===== src/sv/spq_pkg.sv =====
// Shared types, sizes and codes for the sorted priority queue.
package spq_pkg;

  // Number of cells in the chain, one held entry per cell.
  localparam int DEPTH = 16;
  localparam int CNT_W = $clog2(DEPTH + 1);
  localparam int PRIO_W = 8;
  localparam int DATA_W = 32;

  // Operation codes carried on the input tuser.
  localparam logic KIND_INSERT = 1'b0;
  localparam logic KIND_REMOVE = 1'b1;

  // Result status codes carried on the output tuser.
  localparam logic [1:0] ST_DONE  = 2'd0;
  localparam logic [1:0] ST_FULL  = 2'd1;
  localparam logic [1:0] ST_EMPTY = 2'd2;

  // One stored entry.
  typedef struct packed {
    logic [PRIO_W-1:0]        prio;
    logic signed [DATA_W-1:0] data;
  } entry_t;

  // Operation broadcast to every cell in the cycle of a transfer.
  typedef struct packed {
    logic                     ins;
    logic                     rem;
    logic [PRIO_W-1:0]        prio;
    logic signed [DATA_W-1:0] data;
  } cell_op_t;

endpackage


===== src/sv/sorted_priority_queue.sv =====
// Top level of the sorted priority queue: chain of cells, counter and result register.
// A bounded priority queue of spq_pkg::DEPTH entries held in a row of cells, kept in
// ascending priority order with the head in the first cell; equal priorities leave in
// arrival order. Every transfer on the input (tuser 0 insert, 1 remove) yields exactly
// one result, offered on the output from the next cycle and held until it is taken:
// status 0 done, 1 insert refused because the queue is full, 2 remove on an empty
// queue, with the removed entry (zeros otherwise) and the count held afterwards. All
// cells compare the new priority against their own entry and shift in parallel, so a
// new item is taken in every cycle in which the result register is empty or being
// drained.
module sorted_priority_queue (
  input  logic        clk,
  input  logic        rst,
  input  logic        s_tvalid,
  output logic        s_tready,
  input  logic [39:0] s_tdata,   // [7:0] priority_req, [39:8] payload
  input  logic        s_tuser,   // [0] kind
  output logic        m_tvalid,
  input  logic        m_tready,
  output logic [47:0] m_tdata,   // [7:0] out_priority, [39:8] out_payload,
                                 // [44:40] fill_count, [47:45] zero
  output logic [1:0]  m_tuser    // [1:0] status
);

  localparam int N = spq_pkg::DEPTH;

  logic                       accept;
  logic                       is_rem;
  logic                       full;
  logic                       empty;
  logic [spq_pkg::CNT_W-1:0]  count;
  logic [spq_pkg::CNT_W-1:0]  count_next;
  spq_pkg::cell_op_t          op;
  logic [N-1:0]               keep;
  logic [N-1:0]               valid;
  spq_pkg::entry_t            entry [N];
  logic [1:0]                 status;
  logic [1:0]                 status_next;
  spq_pkg::entry_t            res;
  spq_pkg::entry_t            res_next;

  // The result register parts the two sides.
  assign s_tready = !m_tvalid || m_tready;
  assign accept   = s_tvalid && s_tready;
  assign is_rem   = (s_tuser == spq_pkg::KIND_REMOVE);
  assign full     = (count == spq_pkg::CNT_W'(N));
  assign empty    = (count == '0);

  // Operation for the cells, gated by the full and empty checks.
  always_comb begin
    op.ins  = accept && !is_rem && !full;
    op.rem  = accept && is_rem && !empty;
    op.prio = s_tdata[7:0];
    op.data = s_tdata[39:8];
  end

  // Chain of cells; the head cell sees a keeping, valid neighbor on its left.
  for (genvar i = 0; i < N; i++) begin : g_cell
    logic            lk;
    logic            lv;
    spq_pkg::entry_t le;
    logic            rv;
    spq_pkg::entry_t re;
    if (i == 0) begin : g_head
      assign lk = 1'b1;
      assign lv = 1'b1;
      assign le = '0;
    end else begin : g_mid
      assign lk = keep[i-1];
      assign lv = valid[i-1];
      assign le = entry[i-1];
    end
    if (i == N - 1) begin : g_tail
      assign rv = 1'b0;
      assign re = '0;
    end else begin : g_body
      assign rv = valid[i+1];
      assign re = entry[i+1];
    end
    spq_cell u_cell (
      .clk         (clk),
      .rst         (rst),
      .op          (op),
      .left_keep   (lk),
      .left_valid  (lv),
      .left_entry  (le),
      .right_valid (rv),
      .right_entry (re),
      .keep        (keep[i]),
      .valid       (valid[i]),
      .entry       (entry[i])
    );
  end

  // Result of the operation being taken.
  always_comb begin
    count_next  = count;
    status_next = spq_pkg::ST_DONE;
    res_next    = '0;
    if (is_rem) begin
      if (empty) begin
        status_next = spq_pkg::ST_EMPTY;
      end else begin
        count_next = count - spq_pkg::CNT_W'(1);
        res_next   = entry[0];
      end
    end else begin
      if (full) begin
        status_next = spq_pkg::ST_FULL;
      end else begin
        count_next = count + spq_pkg::CNT_W'(1);
      end
    end
  end

  // Entry count and output valid.
  always_ff @(posedge clk) begin
    if (rst) begin
      count    <= '0;
      m_tvalid <= 1'b0;
    end else begin
      if (accept) begin
        count <= count_next;
      end
      if (accept) begin
        m_tvalid <= 1'b1;
      end else if (m_tready) begin
        m_tvalid <= 1'b0;
      end
    end
  end

  // Result payload register.
  always_ff @(posedge clk) begin
    if (accept) begin
      status <= status_next;
      res    <= res_next;
    end
  end

  assign m_tuser = status;
  assign m_tdata = {3'b000, count, res.data, res.prio};

endmodule


===== src/sv/spq_cell.sv =====
// One cell of the sorted chain: holds a single entry and trades it with its neighbors.
module spq_cell (
  input  logic              clk,
  input  logic              rst,
  input  spq_pkg::cell_op_t op,
  input  logic              left_keep,
  input  logic              left_valid,
  input  spq_pkg::entry_t   left_entry,
  input  logic              right_valid,
  input  spq_pkg::entry_t   right_entry,
  output logic              keep,
  output logic              valid,
  output spq_pkg::entry_t   entry
);

  // An entry stays in place on insert when it sorts at or before the new one.
  assign keep = valid && (entry.prio <= op.prio);

  // Valid bit: the chain fills from the head like a thermometer.
  always_ff @(posedge clk) begin
    if (rst) begin
      valid <= 1'b0;
    end else if (op.ins) begin
      valid <= valid | left_valid;
    end else if (op.rem) begin
      valid <= right_valid;
    end
  end

  // Entry: hold, take the new entry, or shift with a neighbor.
  always_ff @(posedge clk) begin
    if (op.ins) begin
      if (!keep) begin
        if (left_keep) begin
          entry.prio <= op.prio;
          entry.data <= op.data;
        end else begin
          entry <= left_entry;
        end
      end
    end else if (op.rem) begin
      entry <= right_entry;
    end
  end

endmodule


===== config.mk =====
export PLATFORM = sky130hd
export DESIGN_NAME = sorted_priority_queue
export DESIGN_NICKNAME = d
export VERILOG_FILES = /design/src/sv/spq_pkg.sv /design/src/sv/sorted_priority_queue.sv /design/src/sv/spq_cell.sv
export SDC_FILE = /design/constraint.sdc
export NUM_CORES = 2
export LEC_CHECK = 0
export ABC_AREA = 0
export CAP_MARGIN = 15
export CORE_ASPECT_RATIO = 0.5
export CORE_MARGIN = 4
export CORE_UTILIZATION = 50
export DETAILED_ROUTE_END_ITERATION = 6
export DONT_BUFFER_PORTS = 1
export PLACE_DENSITY = 0.64
export SLEW_MARGIN = 15
export SYNTH_ARGS = -nofsm -noshare
export SYNTH_HDL_FRONTEND = slang
export SYNTH_SLANG_ARGS = --single-unit
export TNS_END_PERCENT = 10

===== constraint.sdc =====
create_clock -name clk -period 12.6 [get_ports clk]
set_input_delay 0.63 -clock clk [delete_from_list [all_inputs] [get_ports clk]]
set_output_delay 0.63 -clock clk [all_outputs]
set_load 0.1 [all_outputs]

Word level (Yosys, flattened, before mapping)
Index checks and enable logic that the tools add are counted.

Add/sub/neg operators: 2. Reductions and logical operators: 47. Mux-type cells: 103. $lt $le $gt $ge: 16. Bitwise logic cells: 16. Eq/ne operators: 19.

Operators by type and width (number): $mux W40 (63); $le A8 B8 Y1 (16); $ne A2 B2 Y1 const B (18); $mux W1 (35); $reduce_and A2 Y1 (16); $logic_and A1 B1 Y1 (21); $mux W5 (3); $or A1 B1 Y1 (15); $add A5 B1 Y5 const B (1); $eq A5 B5 Y1 const B (1); $logic_not A5 Y1 (1); $sub A5 B1 Y5 const B (1); $logic_not A1 Y1 (4); $mux W2 (2); $reduce_bool A2 Y1 (2); $reduce_and A3 Y1 (1); $reduce_or A2 Y1 (1); $logic_or A1 B1 Y1 (1); $not A1 Y1 (1).

Flip-flop bits (word level): 704. Output and inout port bits: 52. Input port bits: 45.

Logic depth before layout (Yosys ltp)
Depth in word-level cells: 7. Gate-level depth with buffers: 11. Depth with buffers taken out: 7.

Hierarchy
A second synthesis with hierarchy kept.

Cell total of the unflattened synthesis: 3550. Area total of the unflattened synthesis: 39888.3 sq um.

By module, submodules not included: spq_cell (cells an instance 213, times used 16, seq. area each 1221.2 sq um, area each 2364.8 sq um); sorted_priority_queue (cells an instance 142, times used 1, seq. area each 1381.3 sq um, area each 2052.0 sq um).

Worst setup path after synthesis
No wires, ideal clock.

Path kind: input to register. Start: input s_tdata[1]. End: register g_cell[13].u_cell.entry[0] (netlist name). Path slack: 6494 ps. Setup time: 493 ps. Arrival time: 5613 ps. Data required time: 12107 ps. Stages on the path: 10. Cells stage by stage: clkbuf_1 -> clkbuf_1 -> inv_1 -> ha_1 -> nor2b_1 -> o211ai_1 -> a211oi_1 -> clkbuf_1 -> nor3_1 -> o21ai_0.

Cells in the longest elaborated chain, start to end: 4.

Ends and longest elaborated chain: start, declared (line sorted_priority_queue.sv:16) `input logic [39:0] s_tdata,`; $le A8 B8 Y1 (line spq_cell.sv:17) `assign keep = valid && (entry.prio <= op.prio);`; $logic_and A1 B1 Y1 (line spq_cell.sv:17); $ne A2 B2 Y1 (no line); $reduce_and A2 Y1 (no line).

Every way passes these cells. A chain may end at the register's enable or synchronous reset.

Worst setup path in the final report
Start: register m_tvalid. End: register g_cell[1].u_cell.entry[10] (netlist name).

Cells in the longest elaborated chain, start to end: 6.

Ends and longest elaborated chain: start, declared (line sorted_priority_queue.sv:18) `output logic m_tvalid,`; start signal, assigned (line sorted_priority_queue.sv:120) `m_tvalid <= 1'b0;`; start signal, assigned (line sorted_priority_queue.sv:126) `m_tvalid <= 1'b1;`; start signal, assigned (line sorted_priority_queue.sv:128) `m_tvalid <= 1'b0;`; $logic_not A1 Y1 (line sorted_priority_queue.sv:43) `assign s_tready = !m_tvalid || m_tready;`; $logic_or A1 B1 Y1 (line sorted_priority_queue.sv:43); via s_tready (line sorted_priority_queue.sv:15) `output logic s_tready,`; $logic_and A1 B1 Y1 (line sorted_priority_queue.sv:44) `assign accept = s_tvalid && s_tready;`; $logic_and A1 B1 Y1 (2 in a row) (line sorted_priority_queue.sv:51) `op.ins = accept && !is_rem && !full;`; $mux W40 (line spq_cell.sv:32) `if (op.ins) begin`.

The timed path passes the listed nets, and every way through them passes these cells.

==> metrics.md <==
| Metric | Value |
|---|---|
| Crit end category | flop |
| Post-route cell area | about 0.044 mm² |
| Switching pwr | 3080 µW |
| Clock Power Share | 25.4% |
| Routed Antenna Nets | 0 |
| YS warnings | 0 |
| Sum Neg Setup Slack | 0 ps |
| Final net count | around 4100 |
| DRC | 0 |
| Inst Count DP | between 4000 and 5000 |
| Layout cells sized above 1 | 8.09% |
| Worst Skew | 25.7 ps |
| RSZ-0062 raised after global routing | no |
| # fillers | 7176 |
| Drt total wl | 130 mm |
| Cell with the most instances after synthesis | edfxtp_1 |
| Synth Register Bits | slightly above 700 |
| Iter 0 DRT Violations | 5973 |
| Clock sink count | 704 |
| Max Fclk | 0.180 GHz |
| Status | finished, final reports clean |
| Cell Rows | 74 |
| Initial antenna violation count | 0 |
| DR vias | 36088 |
| CTS resizes | 0 |
| Starting Density | 50.9% |
| Worst-Margin Slew | between 1000 and 1500 ps |
| P per Cell Area | 186 mW/mm² |
| Crit path DAT | 5920 ps |
| Most common library cells after synthesis | edfxtp_1, nor2_1, nand4_1 |
| Global placement routability congestion | around 0.85 |
| Die W | 417 µm |
| Vias in the first global route | 32404 |
| WS Path Type | flop to flop |
| Wire length per cell | 25.6 µm |
| Total die area | roughly 0.089 mm² |
| Relative slew slack | between 20% and 30% |
| Io pins | 97 |
| Global-route wire length before repair | 202 mm |
| Hold Vio Cnt, Final | 0 |
| Required time worst endpoint | 12960 ps |
| Yosys top cell area share | 48.9% |
| Clk Latency, worst-skew pair | 650 ps |
| Worst Hold Class | input port to flop |
| Antenna Cells | 0 |
| DP Area | 0.0423 mm² |
| Leakage | roughly 0.014 µW |
| Syn Inst Count | 4344 |
| VDD IR-drop max | 0.133 mV |
| First-pass DRT Iterations | 6 |
| Mapped Area | 0.0419 mm² |
| Htree depth | 3 |
| I/O Buffers | 0 |
| Final-report max-slew violation count | 0 |
| Mean Syn Cell Area | 9.65 µm² |
| CTS Hold Bufs | 0 |
| Most used DFF post-synth | edfxtp_1 |
| Fin crit share | between 40% and 50% |
| MaxCap Viol Count | 0 |
| Reg power frac | 45.7% |
| CTS tree | built |
| Max clock buf depth | 3 |
| Post-CTS setup buffer count | 0 |
| Part of the power in combinational logic | 28.9% |
| Final non-filler cell total | 5069 |
| Post-DP HPWL | around 84 mm |
| Sequential element share of the synthesized area | 49.9% |
| Critical path peak fanout | ~270 |
| Post-synth top area cell | edfxtp_1 |
| Switch share | 37.2% |
| All-Layer GR Usage | 28.3% |
| Netlist cell types | 47 |
| EDFF count, synth | 682 |
| Die height | 213 µm |
| Largest net degree at the start of global routing | 272 |
| Ys async rst share | 0% |
| Congestion Overflow GR | 0 |
| Area Overhead vs Synth | 6.16% |
| CTS Buf Count | 71 |
| CP Launch Type | flop |
| Hold path depth | 1 |
| Clock root buffer | clkbuf_16 |
| Period minus WS final | 5560 ps |
| Int Pwr | 5180 µW |
| Clock transition at path regs | 70 ps |
| Setup-failing EPs final | 0 |
| Register-to-Register Path Depth | 9 |
| Hold slack | roughly 58 ps |
| Largest cells by area after synthesis | edfxtp_1, o31ai_1, nand4_1 |
| Vias/cell | just over 7 |
| Core Region | 0.0823 mm² |
==> worst paths after layout <==
kind,from,to,slack (ps)
worst max-delay path,m_tvalid,g_cell[1].u_cell.entry[10],7040
worst min-delay path,rst,g_cell[15].u_cell.valid,60
worst max register to register,m_tvalid,g_cell[1].u_cell.entry[10],7040
worst min register to register,g_cell[1].u_cell.entry[7],g_cell[0].u_cell.entry[7],560
==> kinds of logic after synthesis <==
family / synth area share [%]
and+or+nand+nor: 17.6
muxes: 0.0239
adders and majority gates: 3.96
buffers and inverters: 6.33
xor gates and xnor gates: 0.0836
DFF: 49.9
AOI/OAI and AO/OA: 22.1
other: 0.00895
==> metal layers <==
layer / up-vias / part of all wire, % / track usage, %
met5: - / 0 / 0
li1: 16339 / - / -
met2: 2228 / 40 / 38.6
met1: 17365 / 46 / 45.8
met4: 0 / 1.5 / 6.14
met3: 156 / 13 / 5.92
==> power groups by stage <==
stage,Clock (µW),Combinational (µW),Sequential (µW)
final,2100,2380,3780
after global routing,2210,2620,3820
after CTS,2120,2340,3760
after detailed placement,0,2340,3800
after global placement,0,2240,3810
after floorplan,0,1750,3690
==> sequential cells by signal, indices dropped and copies added (netlist names) <==
| signal | cells |
|---|---|
| m_tvalid | 1 |
| count | 5 |
| g_cell.u_cell.entry | 640 |
| g_cell.u_cell.valid | 16 |
| m_tdata | 40 |
| m_tuser | 2 |
==> critical path, stage by stage (launching register included) <==
cell,delay [ps]
dfxtp_1,640
nor2b_1,340
inv_2,380
nand2_1,220
a211oi_4,290
buf_12,670
buf_12,670
buf_4,790
buf_12,640
a31oi_1,180
==> cell usage in the layout (no fill, tap or decap), types with 9 or more instances in the layout <==
master	synthesis	routed
edfxtp_1	682	682
nor2_1	598	597
nand4_1	591	591
o31ai_1	561	561
a31oi_1	560	560
ha_1	131	131
nand2_1	124	123
buf_4	8	97
a21oi_1	92	91
o21ai_0	94	80
clkbuf_16	0	73
and2_1	39	39
or3b_2	39	39
clkinv_1	13	32
inv_1	32	31
dfxtp_1	22	22
nor2b_1	31	17
nor3_1	17	17
clkbuf_1	451	16
a211oi_4	0	15
a211oi_1	29	15
o211ai_1	14	14
o21ai_2	0	14
o21ai_4	0	14
nor2b_2	0	13
a211o_2	0	11
clkinv_2	0	9
==> area by class of cell <==
type	count	area [µm²]	area share, %
clock inverter	37	283	0.635
tap	1102	1380	3.10
sequential	704	20900	47.0
inverter	47	176	0.396
multi-input combinational	2980	18900	42.4
timing repair buffer	109	982	2.21
clock buffer	90	1900	4.27
==> through the flow <==
step | setup WS, ps | total power, µW | utilization [%]
final | 7040 | 8260 | 54.1
after global routing | 6750 | 8650 | 54.1
after CTS | 7160 | 8220 | 54.0
after detailed placement | 7150 | 6140 | 51.4
after global placement | 7290 | 6040 | 51.2
after floorplan | 6490 | 5440 | -
No activity file was read; power rests on OpenSTA's default activity.
